<file path="config.mk">
export PLATFORM = sky130hd
export DESIGN_NAME = pevp_rsp_q
export DESIGN_NICKNAME = d
export VERILOG_FILES = /design/src/rtl/pevp_pkg.sv /design/src/rtl/pevp_rsp_q.sv
export SDC_FILE = /design/constraint.sdc
export NUM_CORES = 1
export LEC_CHECK = 0
export BUFFER_PORTS_ARGS = -buffer_cell sky130_fd_sc_hd__buf_4
export CAP_MARGIN = 10
export CORE_AREA = 2 2 61 63
export CTS_BUF_LIST = sky130_fd_sc_hd__clkbuf_16
export DETAILED_ROUTE_END_ITERATION = 16
export DIE_AREA = 0 0 63 65
export PLACE_DENSITY = 0.72
export SYNTH_ARGS = -nofsm -noshare
export SYNTH_HDL_FRONTEND = slang
export SYNTH_SLANG_ARGS = --single-unit
</file>
<file path="constraint.sdc">
create_clock -name clock -period 3.5 [get_ports clock]
set_input_delay 0.525 -clock clock [delete_from_list [all_inputs] [get_ports clock]]
set_output_delay 0.525 -clock clock [all_outputs]
set_load 0.03 [all_outputs]
</file>
<file path="src/rtl/pevp_pkg.sv">
// ----------------------------------------------------------------------------
// pevp_pkg
// shared types, command codes and register constants of the victim picker
// ----------------------------------------------------------------------------
package pevp_pkg;

   // build-time defaults
   localparam int PAGE_CAPACITY_DEF = 65536;
   localparam int RING_CAPACITY_DEF = 1024 * 16;
   localparam int WORD_BITS_DEF     = 64;

   // fixed field widths
   localparam int CMD_W      = 3;
   localparam int PAGE_W     = 16;
   localparam int PCOUNT_W   = 17;
   localparam int RLOG_W     = 4;
   localparam int RETRY_W    = 8;
   localparam int RIDX_W     = 14;
   localparam int RING_LOG2_MAX = 14;
   localparam int CSR_IDX_W  = 2;

   // register reset values
   localparam logic [PCOUNT_W-1:0] PAGE_COUNT_RESET = 17'd65536;
   localparam logic [RLOG_W-1:0]   RING_LOG2_RESET  = 4'd14;
   localparam logic [RETRY_W-1:0]  RETRY_RESET      = 8'd123;

   // register indexes
   localparam logic [CSR_IDX_W-1:0] CSR_PAGE_COUNT = 2'd0;
   localparam logic [CSR_IDX_W-1:0] CSR_RING_LOG2  = 2'd1;
   localparam logic [CSR_IDX_W-1:0] CSR_RETRY      = 2'd2;

   // command codes
   localparam logic [CMD_W-1:0] OP_INIT    = 3'd0;
   localparam logic [CMD_W-1:0] OP_CHOOSE  = 3'd1;
   localparam logic [CMD_W-1:0] OP_OUT     = 3'd2;
   localparam logic [CMD_W-1:0] OP_IN      = 3'd3;
   localparam logic [CMD_W-1:0] OP_IN_NR   = 3'd4;
   localparam logic [CMD_W-1:0] OP_DROP    = 3'd5;
   localparam logic [CMD_W-1:0] OP_NOP     = 3'd6;

   typedef struct packed {
      logic [CMD_W-1:0]  op;
      logic [PAGE_W-1:0] page;
   } cmd_type;

   typedef struct packed {
      logic [PAGE_W-1:0] victim_page;
      logic              found;
      logic              must_wait;
      logic              tried_cleared;
   } rsp_type;

   typedef struct packed {
      logic [PCOUNT_W-1:0] page_count;
      logic [RLOG_W-1:0]   ring_depth_log2;
      logic [RETRY_W-1:0]  retry_rounds;
   } cfg_type;

endpackage

</file>
<file path="src/rtl/pevp_rsp_q.sv">
// ----------------------------------------------------------------------------
// pevp_rsp_q
// result queue between the engine and the result port
// ----------------------------------------------------------------------------
module pevp_rsp_q (
   input  logic               clock,
   input  logic               reset,
   input  logic               rsp_push,
   input  pevp_pkg::rsp_type  rsp_data,
   output logic               rsp_full,
   output logic               empty,
   input  logic               pop,
   output logic [15:0]        rsp_victim_page,
   output logic               rsp_found,
   output logic               rsp_must_wait,
   output logic               rsp_tried_cleared
);
   import pevp_pkg::*;

   rsp_type     q_ff [2];
   logic        wr_ptr_ff, wr_ptr_in;
   logic        rd_ptr_ff, rd_ptr_in;
   logic [1:0]  count_ff, count_in;
   logic        do_push, do_pop;
   rsp_type     head;

   assign rsp_full = (count_ff == 2'd2);
   assign empty    = (count_ff == 2'd0);
   assign do_push  = rsp_push && !rsp_full;
   assign do_pop   = pop && !empty;
   assign head     = q_ff[rd_ptr_ff];

   assign rsp_victim_page   = head.victim_page;
   assign rsp_found         = head.found;
   assign rsp_must_wait     = head.must_wait;
   assign rsp_tried_cleared = head.tried_cleared;

   always_comb begin
      wr_ptr_in = wr_ptr_ff ^ do_push;
      rd_ptr_in = rd_ptr_ff ^ do_pop;
      count_in  = count_ff + {1'b0, do_push} - {1'b0, do_pop};
   end

   always_ff @(posedge clock) begin
      if (reset) begin
         wr_ptr_ff <= 1'b0;
         rd_ptr_ff <= 1'b0;
         count_ff  <= 2'd0;
      end else begin
         wr_ptr_ff <= wr_ptr_in;
         rd_ptr_ff <= rd_ptr_in;
         count_ff  <= count_in;
      end
   end

   always_ff @(posedge clock) begin
      if (do_push) begin
         q_ff[wr_ptr_ff] <= rsp_data;
      end
   end

endmodule

</file>
==> impl_metrics.tcl <==
set metrics [dict create \
    grt_max_degree 22 \
    p_leak_uw 0.000826 \
    synth-seq-cells 42 \
    endpoint_kind "output pin" \
    area_delta_synth_final_pct 31.6 \
    layout_common_cells "43 x buf_4, 38 x edfxtp_1, 20 x mux2_2, 5 x clkbuf_16" \
    vias 844 \
    path_class "flop to output pin" \
    grt_pass1_wl_mm 4.14 \
    n_antenna_cell 0 \
    hpwl_mm 1.70 \
    critPathMaxFanout 21 \
    ff2ff_setup_slack_ns 1.67 \
    grt_pass1_vias 866 \
    setup_viol 0 \
    die_area_mm2 0.00410 \
    boundaryPins 44 \
    grt.total_usage_pct 13.9 \
    coreArea_mm2 0.00350 \
    wl_mm 2.54 \
    final_common_cell "buf_4" \
    synthCells 82 \
    fin_crit_ns 2.29 \
    hold_viol 0 \
    drive_above_1_share_pct 52.7 \
    gp_congestion 0.639 \
    cts_hold_buf 0 \
    portBuffers 43 \
    first_pass_iters 3 \
    timing.fmax_mhz 437 \
    ctsResizeCount 0 \
    tns_ns 0 \
    clock_path_buffers 2 \
    ant_nets 0 \
    hp-class "primary input to flop" \
    clock_skew_ns 0.00253 \
    htreeDepth 2 \
    fin_nets 157 \
    cts_made_buffers 5 \
    rsz0062_at_grt "false" \
    cts-root-buf "clkbuf_16" \
    cts_tree "yes" \
    worstPathRequired_ns 2.97 \
    fillers 278 \
    timing.max_cap.violations 0 \
    yosysUniqueCellTypes 13 \
    clock_sinks 42 \
    slew_headroom_pct 39.4 \
    floorplan.initialDensity_pct 45.7 \
    core.rowCount 22 \
    fin_util_pct 60.2 \
    die_h_um 65 \
    antenna_found_initial 0 \
    worstPathArrival_ns 1.76 \
    status "finished, final reports clean" \
    fin_crit_sh_pct 65.4 \
    viasPerCell 4.72 \
    syn_area_per_cell_um2 19.5 \
    drtIter0Drc 20 \
    die_w_um 63 \
    power_density_mw_per_mm2 758 \
    ir_drop_mv 0.335 \
    postCtsSetupBuffers 0 \
    cts.reportedPaths.clkPinSlew_ns 0.05 \
    worst_pin_slew_ns 0.909 \
    slew_viol_final 0 \
    wire_per_inst_um 14.2 \
    syn-num-nets 109 \
    drcViolationCount 0 \
    overflow 0 \
    clkLatencyLatePin_ns 0.27 \
    syn_area_mm2 0.00160 \
    yosysWarnings 0 \
    start_kind "flop" \
    ys_seq_area_share_pct 76.4 \
]
==> path summary, 6_finish.rpt <==
path / cells after the start / startpoint / to
worst min-delay path: 1 / rsp_data[1] / q_ff[0][1]
worst max-delay path: 2 / rd_ptr_ff / rsp_must_wait
worst min register to register: 3 / wr_ptr_ff / wr_ptr_ff
worst max register to register: 3 / count_ff[0] / q_ff[0][7]
==> through the flow <==
step                      cells  setup WS (ns)  hold slack, ns  total power (uW)  area [um2]
final                       179           1.21           0.433              1590        2100
after global routing        179           1.10           0.423              1680        2100
after CTS                   179           1.18           0.428              1620        2100
after detailed placement    171           1.46           0.559              1200        1970
after global placement      171           1.46           0.541              1180        1970
after floorplan              82           1.93           0.532              1030        1600
==> power breakdown <==
part	switching (uW)	internal, uW
Clock	160	257
Combinational	268	220
Sequential	48.5	641
==> registers in the layout (all words and copies together), names as in the netlist <==
| register | flops |
|---|---|
| rd_ptr_ff | 1 |
| count_ff | 2 |
| q_ff | 38 |
| wr_ptr_ff | 1 |
==> worst max-delay path: stages (launching register included) <==
cell	delay (ns)
dfxtp_1	0.88
mux2_2	0.42
buf_4	0.17
==> area by class of cell <==
type	instances	area, um2	area share [%]
clock inverters	3	12.5	0.595
repair buffers	43	323	15.3
clock buffers	5	125	5.95
well taps	48	60.1	2.86
flip-flops and latches	42	1220	58.1
inverters	3	11.3	0.535
multi-input cells	35	350	16.7
==> per-layer routing <==
layer	part of all wire [%]	wire length, um	GRT usage (%)
met1	39	990	15.8
met4	1.5	38	4.17
met2	53	1350	23.9
met3	6.2	158	5.90
met5	0	0	0
==> synthesized netlist by cell type <==
cell | instances | share of area [%]
and2_1 | 1 | 0.39
buf_4 | 2 | 0.94
dfxtp_1 | 4 | 5.0
edfxtp_1 | 38 | 71
ha_1 | 4 | 3.1
inv_1 | 3 | 0.70
mux2_2 | 20 | 14
nand2_1 | 1 | 0.23
nor2_1 | 4 | 0.94
nor2b_1 | 2 | 0.78
o21a_1 | 1 | 0.47
or2b_1 | 1 | 0.47
xnor3_1 | 1 | 1.4
==> cell families (layout without fill, tap and decap cells) <==
group           Yosys count  in the layout  synth area share, %
compound gates            1              1                0.470
mux                      20             20                 14.1
buf+inv                   5             54                 1.64
flops                    42             42                 76.4
simple gates              9              9                 2.82
xor+xnor                  1              1                 1.41
fa+ha+maj                 4              4                 3.13
Note: power is estimated with default switching activity, not from simulation.
