[src/rtl/pevp_pkg.sv]
// ----------------------------------------------------------------------------
// pevp_pkg
// shared types, command codes and register constants of the victim picker
// ----------------------------------------------------------------------------
package pevp_pkg;

   // build-time defaults
   localparam int PAGE_CAPACITY_DEF = 65536;
   localparam int RING_CAPACITY_DEF = 1024 * 16;
   localparam int WORD_BITS_DEF     = 64;

   // fixed field widths
   localparam int CMD_W      = 3;
   localparam int PAGE_W     = 16;
   localparam int PCOUNT_W   = 17;
   localparam int RLOG_W     = 4;
   localparam int RETRY_W    = 8;
   localparam int RIDX_W     = 14;
   localparam int RING_LOG2_MAX = 14;
   localparam int CSR_IDX_W  = 2;

   // register reset values
   localparam logic [PCOUNT_W-1:0] PAGE_COUNT_RESET = 17'd65536;
   localparam logic [RLOG_W-1:0]   RING_LOG2_RESET  = 4'd14;
   localparam logic [RETRY_W-1:0]  RETRY_RESET      = 8'd123;

   // register indexes
   localparam logic [CSR_IDX_W-1:0] CSR_PAGE_COUNT = 2'd0;
   localparam logic [CSR_IDX_W-1:0] CSR_RING_LOG2  = 2'd1;
   localparam logic [CSR_IDX_W-1:0] CSR_RETRY      = 2'd2;

   // command codes
   localparam logic [CMD_W-1:0] OP_INIT    = 3'd0;
   localparam logic [CMD_W-1:0] OP_CHOOSE  = 3'd1;
   localparam logic [CMD_W-1:0] OP_OUT     = 3'd2;
   localparam logic [CMD_W-1:0] OP_IN      = 3'd3;
   localparam logic [CMD_W-1:0] OP_IN_NR   = 3'd4;
   localparam logic [CMD_W-1:0] OP_DROP    = 3'd5;
   localparam logic [CMD_W-1:0] OP_NOP     = 3'd6;

   typedef struct packed {
      logic [CMD_W-1:0]  op;
      logic [PAGE_W-1:0] page;
   } cmd_type;

   typedef struct packed {
      logic [PAGE_W-1:0] victim_page;
      logic              found;
      logic              must_wait;
      logic              tried_cleared;
   } rsp_type;

   typedef struct packed {
      logic [PCOUNT_W-1:0] page_count;
      logic [RLOG_W-1:0]   ring_depth_log2;
      logic [RETRY_W-1:0]  retry_rounds;
   } cfg_type;

endpackage

[src/rtl/pevp_front.sv]
// ----------------------------------------------------------------------------
// pevp_front
// input side: takes commands, classifies them and queues them for the engine
// ----------------------------------------------------------------------------
module pevp_front (
   input  logic                   clock,
   input  logic                   reset,
   input  logic                   push,
   output logic                   full,
   input  logic [2:0]             req_command,
   input  logic [15:0]            req_page_number,
   output logic                   cmd_valid,
   output pevp_pkg::cmd_type      cmd,
   input  logic                   cmd_pop
);
   import pevp_pkg::*;

   cmd_type     q_ff [2];
   logic        wr_ptr_ff, wr_ptr_in;
   logic        rd_ptr_ff, rd_ptr_in;
   logic [1:0]  count_ff, count_in;
   cmd_type     cls;
   logic        do_push, do_pop;

   // unknown codes become a no-op
   always_comb begin
      cls.page = req_page_number;
      case (req_command)
         OP_INIT, OP_CHOOSE, OP_OUT, OP_IN, OP_IN_NR, OP_DROP: cls.op = req_command;
         default: cls.op = OP_NOP;
      endcase
   end

   assign full      = (count_ff == 2'd2);
   assign cmd_valid = (count_ff != 2'd0);
   assign cmd       = q_ff[rd_ptr_ff];
   assign do_push   = push && !full;
   assign do_pop    = cmd_pop && cmd_valid;

   always_comb begin
      wr_ptr_in = wr_ptr_ff ^ do_push;
      rd_ptr_in = rd_ptr_ff ^ do_pop;
      count_in  = count_ff + {1'b0, do_push} - {1'b0, do_pop};
   end

   always_ff @(posedge clock) begin
      if (reset) begin
         wr_ptr_ff <= 1'b0;
         rd_ptr_ff <= 1'b0;
         count_ff  <= 2'd0;
      end else begin
         wr_ptr_ff <= wr_ptr_in;
         rd_ptr_ff <= rd_ptr_in;
         count_ff  <= count_in;
      end
   end

   always_ff @(posedge clock) begin
      if (do_push) begin
         q_ff[wr_ptr_ff] <= cls;
      end
   end

endmodule

[config.mk]
export PLATFORM = sky130hd
export DESIGN_NAME = pevp_front
export DESIGN_NICKNAME = d
export VERILOG_FILES = /design/src/rtl/pevp_pkg.sv /design/src/rtl/pevp_front.sv
export SDC_FILE = /design/constraint.sdc
export NUM_CORES = 1
export LEC_CHECK = 0
export BUFFER_PORTS_ARGS = -buffer_cell sky130_fd_sc_hd__buf_2
export CAP_MARGIN = 20
export CORE_MARGIN = 2
export CORE_UTILIZATION = 40
export DETAILED_ROUTE_END_ITERATION = 8
export PLACE_DENSITY = 0.64
export SETUP_SLACK_MARGIN = 0.15
export SYNTH_ARGS = -nofsm -noshare
export SYNTH_HDL_FRONTEND = slang
export SYNTH_SLANG_ARGS = --single-unit
export TNS_END_PERCENT = 20
[constraint.sdc]
create_clock -name clock -period 2.8 [get_ports clock]
set_clock_uncertainty 0.2 [all_clocks]
set_input_delay 0.42 -clock clock [delete_from_list [all_inputs] [get_ports clock]]
set_output_delay 0.42 -clock clock [all_outputs]
set_load 0.05 [all_outputs]
==> reports/summary.txt, run 1 <==
Outcome = finished, final reports clean
Max incr delay on CP = 0.51 ns
Commonest non-fill, non-tap cells in the layout = buf_2, edfxtp_1, mux2_2
# DRC = 0
Final hold vios = 0
Worst path bufs/invs = 2
Max clock buf depth = 2
CP endpoint kind = primary output
Global-route wire length before repair = 3700 um
Drt total wl = 2460 um
Leak = 0.800 nW
Fmax achieved = 439 MHz
Vias per cell = 4.48
GRT overflow = 0
CTS sink cnt = 42
CP delay by family, top = flip-flops
WP data required = 2.18 ns
Syn avg cell area = 19.0 um^2
Worst hold margin = 0.117 ns
Crit path arrival time = 1.66 ns
Power Dens Cells = 1040 nW/um^2
Die W = 67.5 um
Main combinational cell family by area after synthesis = multiplexers
Worst Tran Pin Value = 0.858 ns
Total Neg Setup Slack = 0 ns
CTS tree = built
Clk_lat worst skew = 0.28 ns
Setup Viol. Count Final = 0
Iteration-0 DRC count of the detailed router = 17
CP max FO = 14
Placer Congestion = 0.582
Post-CTS sizing = 0
Hold buffers post-CTS = 0
Mapped Cells = 85
Row count = 23
RSZ-0062 raised after global routing = false
# diodes = 0
Design area = 2020 um^2
DP Area = 1890 um^2
Final WS setup = 0.523 ns
Mux share of post-synthesis cell area = 13.9%
Max-cap violations = 0
Die Y = 67.5 um
H-tree depth = 2
Sequential area share after synthesis = 75.6%
Pre-CTS setup slack = 0.791 ns
Via Count = 824
Boundary Pins = 44
Die ar. = 4560 um^2
Largest net degree at the start of global routing = 20
Final Critical Period = 2.28 ns
Antenna-violating nets left = 0
Adder-cell share of the synthesized area = 3.10%
Initial Utilization = 41.0%
Hpwl dp = 1780 um
Max Transition Viols Final = 0
Core ar. = 3940 um^2
Netlist cell types = 16
Fin nets = 160
Hold/Removal Path Class = input pin to flop
Post-CTS setup buffers = 0
Layout cell share with drive strength beyond 1 = 54.5%
Antenna violations before repair = 0
Slowest-stage cell, CP = dfxtp_1
CP startpoint kind = flop
Area grow syn2layout = 24.9%
Compound-gate portion of the synthesized area = 0.930%
Synthesized flop and latch total = 42
Vias in the first global route = 843
Most common cell after layout, fill and taps aside = buf_2
Yosys warnings = 0
Mapped cell area = 1620 um^2
Worst Setup Path Type = flop to primary output
Final core occ = 51.2%
Clock slew at reported path FFs = 0.08 ns
Syn Nets = 112
Clock Tree Root = clkbuf_8
Simple-Gate Fraction of Synth Area = 2.94%
Slew HR = 42.8%
Num CTS Buffers = 5
Ordered list of cells on the worst path = buf_4 > mux2_2 > buf_2
Drt first pass iters = 4
GRT Total Usage = 11.7%
Average wire per standard cell = 13.4 um
Final period util = 81.3%
Peak VDD IR = 0.474 mV
Synth Area in XOR/XNOR = 1.39%
Buffers on Ports = 43
## worst reg2reg max path, cell delays in order, from the launching register on
cell and delay (ns):
dfxtp_1 0.38, or2b_1 0.15, and2_1 0.15, ha_1 0.72
## cell usage after synthesis
library cell  number  area [um^2]
a21boi_0           1         7.51
and2_1             1         6.26
buf_4              2         15.0
clkbuf_1           2         7.51
dfxtp_1            4         80.1
edfxtp_1          38         1140
ha_1               4         50.1
inv_1              3         11.3
mux2_2            20          225
nand2_1            1         3.75
nor2_1             3         11.3
nor2b_1            2         12.5
o21a_1             1         7.51
or2_2              1         6.26
or2b_1             1         7.51
xnor3_1            1         22.5
## cell families (layout without fill, tap and decap cells)
family                   after synthesis  in the layout
flip-flops                            42             42
buffers and inverters                  7             56
AO/OA/AOI/OAI                          2              2
adder cells (fa/ha/maj)                4              4
XOR/XNOR                               1              1
multiplexers                          20             20
AND/OR/NAND/NOR                        9              9
## power breakdown
part	leakage [nW]	total, mW	internal, mW	switching (mW)
Clock	0.0658	0.546	0.353	0.193
Combinational	0.345	0.723	0.228	0.496
Sequential	0.388	0.838	0.798	0.0393
Total	0.800	2.11	1.38	0.728
## per-stage QoR
| step | total power, mW | std cells |
|---|---|---|
| 4_1_cts | 2.13 | 184 |
| 2_1_floorplan | 1.43 | 85 |
| 6_report | 2.11 | 184 |
| 3_3_place_gp | 1.57 | 176 |
| 3_5_place_dp | 1.59 | 176 |
| 5_1_grt | 2.21 | 184 |
## worst paths after layout
check | from | slack, ns | depth (start not counted) | endpoint
worst max-delay path | rd_ptr_ff$_SDFF_PP0_ | 0.52 | 3 | cmd[16]
worst min-delay path | req_page_number[4] | 0.12 | 1 | q_ff[1][4]$_DFFE_PP_
worst max register to register | count_ff[0]$_SDFF_PP0_ | 0.82 | 3 | q_ff[0][3]$_DFFE_PP_
worst min register to register | wr_ptr_ff$_SDFF_PP0_ | 0.37 | 3 | wr_ptr_ff$_SDFF_PP0_
## routing by layer
metal / global-route usage (%) / up-vias / wire length, um
li1: - / 411 / -
met1: 12.0 / 383 / 971
met2: 20.1 / 28 / 1280
met3: 5.33 / 2 / 189
met4: 5.36 / 0 / 17
met5: 0 / - / 0
## area by class of cell
cell class                 instances  area (um^2)
clock inverter                     3         63.8
multi-input combinational         36          360
tap                               50         62.6
fill                             345         1920
sequential                        42         1220
inverter                           3         11.3
clock buffer                       5         68.8
timing repair buffer              45          230
## registers in the layout, indices dropped and copies added (netlist names)
name / cells
count_ff: 2
q_ff: 38
rd_ptr_ff: 1
wr_ptr_ff: 1
Power figures use the tool's default switching activity.
==> run 2, diff against run 1 <==
--- a/config.mk
+++ b/config.mk
@@ -5,12 +5,13 @@
 export SDC_FILE = /design/constraint.sdc
 export NUM_CORES = 1
 export LEC_CHECK = 0
+export ABC_AREA = 1
 export BUFFER_PORTS_ARGS = -buffer_cell sky130_fd_sc_hd__buf_2
 export CAP_MARGIN = 20
 export CORE_MARGIN = 2
 export CORE_UTILIZATION = 40
 export DETAILED_ROUTE_END_ITERATION = 8
-export PLACE_DENSITY = 0.64
+export PLACE_DENSITY = 0.66
 export SETUP_SLACK_MARGIN = 0.15
 export SYNTH_ARGS = -nofsm -noshare
 export SYNTH_HDL_FRONTEND = slang
==> constraint.sdc (replaced) <==
create_clock -name clock -period 1.8 [get_ports clock]
set_clock_uncertainty 0.2 [all_clocks]
set_input_delay 0.27 -clock clock [delete_from_list [all_inputs] [get_ports clock]]
set_output_delay 0.27 -clock clock [all_outputs]
set_load 0.05 [all_outputs]
==> run 2 against run 1 <==
Global-route usage is 1.8 points higher. Combinational power is 150% higher. Setup slack worse by 0.50 ns. Area after synthesis is 5.0% higher. Utilization is 10 points higher. Sequential cell count stayed put. Sequential share of layout area is 11 points lower. Largest power group is now combinational logic. Highest routed layer unchanged.
==> reports/summary.txt, run 2 <==
Outcome = finished, final reports clean
Area grow syn2layout = 45.8%
Reg-to-Reg Start = count_ff[1]$_SDFF_PP0_
Commonest non-fill, non-tap cells in the layout = edfxtp_1, buf_2, mux2_4, dlygate4sd3_1, buf_6
Max Transition Viols Final = 0 (unchanged)
Iteration-0 DRC count of the detailed router = 39 (+22)
Post-synthesis async set-or-reset flop share = 0% (unchanged)
Layout cell share with drive strength beyond 1 = 46.2% (-8.3 points)
Overall Power = 3.69 mW (+75%)
Initial Utilization = 42.1% (+1.1 points)
Netlist cell types = 14 (-2)
Core ar. = 4030 um^2 (+2.2%)
Setup Viol. Count Final = 0 (unchanged)
Fmax achieved = 562 MHz
Clock slew at reported path FFs = 0.07 ns (about the same)
Row count = 23 (unchanged)
Vias in the first global route = 1,115 (+32%)
CTS sink cnt = 42 (unchanged)
Syn Nets = 124 (+11%)
Synth area leaders = edfxtp_1, mux2_4, dfxtp_1, ha_1, inv_1
Design area = 2470 um^2 (+23%)
Hold/Removal Path Class = input pin to flop
CP startpoint kind = flop
Ordered list of cells on the worst path = buf_8 > mux2_4 > buf_6
Leak = 1.03 nW (+29%)
Fin nets = 197 (+23%)
Placer Congestion = 0.672 (+16%)
Worst Hold End = rd_ptr_ff$_SDFF_PP0_
Clk_lat worst skew = 0.28 ns (about the same)
Placed cell count = 192 (+9.1%)
Average wire per standard cell = 13.5 um (+1.2%)
CTS tree = built
Hold path start = cmd_pop
Yosys warnings = 0 (unchanged)
Syn avg cell area = 17.5 um^2 (-8.0%)
H-tree depth = 2 (unchanged)
Worst reg2reg setup slack = 0.13 ns (-0.69 ns)
Worst hold margin = 0.0655 ns (-0.0519 ns)
Die W = 69.1 um (+2.3%)
GRT overflow = 0 (unchanged)
GRT Total Usage = 13.5% (+1.8 points)
Mapped cell area = 1700 um^2 (+5.0%)
Area leader, netlist = edfxtp_1
Die Y = 69.1 um (+2.3%)
Boundary Pins = 44 (unchanged)
Final period util = 98.8%
Worst Setup Path Type = flop to primary output
Worst reg-to-reg path cell count = 9 (+6)
Final Critical Period = 1.78 ns
Max clock buf depth = 2 (unchanged)
Die ar. = 4780 um^2 (+4.7%)
Fin cells = 221 (+20%)
Worst Tran Pin Value = 0.234 ns (-0.624 ns)
Clock Tree Root = clkbuf_8
Reg-to-Reg End = count_ff[1]$_SDFF_PP0_
Top cell type's share of synthesized area = 67.3% (-3.4 points)
CP max FO = 7 (-7)
Total Neg Setup Slack = 0 ns (unchanged)
Largest register FFs = 38 (unchanged)
Buffers on Ports = 43 (unchanged)
Final WS setup = 0.0210 ns (-0.502 ns)
CP startpoint = rd_ptr_ff$_SDFF_PP0_
Drt first pass iters = 4 (unchanged)
Antenna violations before repair = 0 (unchanged)
Most common cell in the netlist = edfxtp_1
Hpwl dp = 1940 um (+8.7%)
Filler Cell Count = 311 (-9.9%)
Vias per cell = 4.48 (about the same)
Power Dens Cells = 1490 nW/um^2 (+43%)
Synthesized flop and latch total = 42 (unchanged)
Peak VDD IR = 0.925 mV (+95%)
Global-route wire length before repair = 4890 um (+32%)
Crit path arrival time = 1.31 ns (-0.35 ns)
Pre-CTS setup slack = 0.0478 ns (-0.743 ns)
Synth top cells by count = edfxtp_1, mux2_4, inv_1
Sequential area share after synthesis = 72.0% (-3.6 points)
Reg with most FFs = q_ff
Final hold vios = 0 (unchanged)
Largest net degree at the start of global routing = 13 (-35%)
CP delay by family, top = flip-flops
Max-cap violations = 0 (unchanged)
Mapped Cells = 97 (+14%)
Largest registers = q_ff (38), count_ff (2)
Drt total wl = 2990 um (+22%)
Hold path depth = 4 (+3)
Antenna-violating nets left = 0 (unchanged)
WP data required = 1.33 ns (-0.85 ns)
Num CTS Buffers = 5 (unchanged)
Most common cell after layout, fill and taps aside = edfxtp_1
Prevailing post-synth register cell = edfxtp_1
# diodes = 0 (unchanged)
Max incr delay on CP = 0.41 ns (-0.10 ns)
# DRC = 0 (unchanged)
Post-synth EDFFs = 38 (unchanged)
Final core occ = 61.4% (+10 points)
DP Area = 2000 um^2 (+6.2%)
RSZ-0062 raised after global routing = true
CP endpoint kind = primary output
Worst path bufs/invs = 2 (unchanged)
Slew HR = 84.3% (+41 points)
Via Count = 989 (+20%)
Slowest-stage cell, CP = dfxtp_4
-- run 2: changes by cell type in the layout (fill, tap and decap cells not counted), sizes merged, moves of 4 or more --
cell / change
dlygate4sd3: +19
inv: +7
buf: +6
nor2: +5
nand2: +4
-- run 2: where the power goes --
group	switching [mW]	internal [mW]
logic	1.03	0.767
clock network	0.271	0.266
registers	0.0771	1.28
total	1.38	2.31
-- run 2: worst max-delay path by stage --
stage / end / slack (ns) / cells past startpoint
floorplan: q_ff[1][0]$_DFFE_PP_ / 0.11 / 4
global placement: count_ff[1]$_SDFF_PP0_ / 0.20 / 10
CTS: cmd[16] / 0.005 / 3
detailed placement: count_ff[1]$_SDFF_PP0_ / 0.05 / 10
finish: cmd[16] / 0.02 / 3
global route: cmd[16] / -0.03 / 3
-- run 2: final cells by class --
type / instances / area, um^2 / area share [%]
timing repair buffer: 70 / 651 / 26.3
sequential: 42 / 1230 / 49.6
clock buffer: 6 / 72.6 / 2.93
tap: 50 / 62.6 / 2.53
clock inverter: 2 / 8.76 / 0.354
multi-input combinational: 41 / 415 / 16.8
inverter: 10 / 37.5 / 1.52
-- run 2: cell families (layout without fill, tap and decap cells) --
family                     after synthesis  after routing  share of synthesized area, %
muxes                                   19             19                          16.6
buffers and inverters                   14             88                          3.98
adders and majority gates                4              4                          2.95
AOI/OAI and AO/OA                        3              3                          1.03
DFF                                     42             42                          72.0
and+or+nand+nor                         15             15                          3.47
-- run 2: tightest hold or removal path: stages --
cell and delay [ns]:
buf_2 0.09, nand3_1 0.07, nand2_1 0.06, nor2_1 0.03
-- run 2: what timing repair did --
item                                   CTS  global route
setup endpoints to repair               20            59
endpoints found under the hold margin   38             0
hold buffers                            19             0
buffers inserted                         1             0
resized for setup                       46             8
cloned                                   1             0
-- run 2: layer usage --
layer / up-vias / track usage (%) / routed length [um] / share of wire [%]
li1: 488 / - / - / -
met1: 464 / 13.6 / 1160 / 39
met2: 33 / 26.2 / 1660 / 56
met3: 4 / 3.36 / 133 / 4.4
met4: 0 / 5.23 / 34 / 1.1
met5: - / 0 / 0 / 0
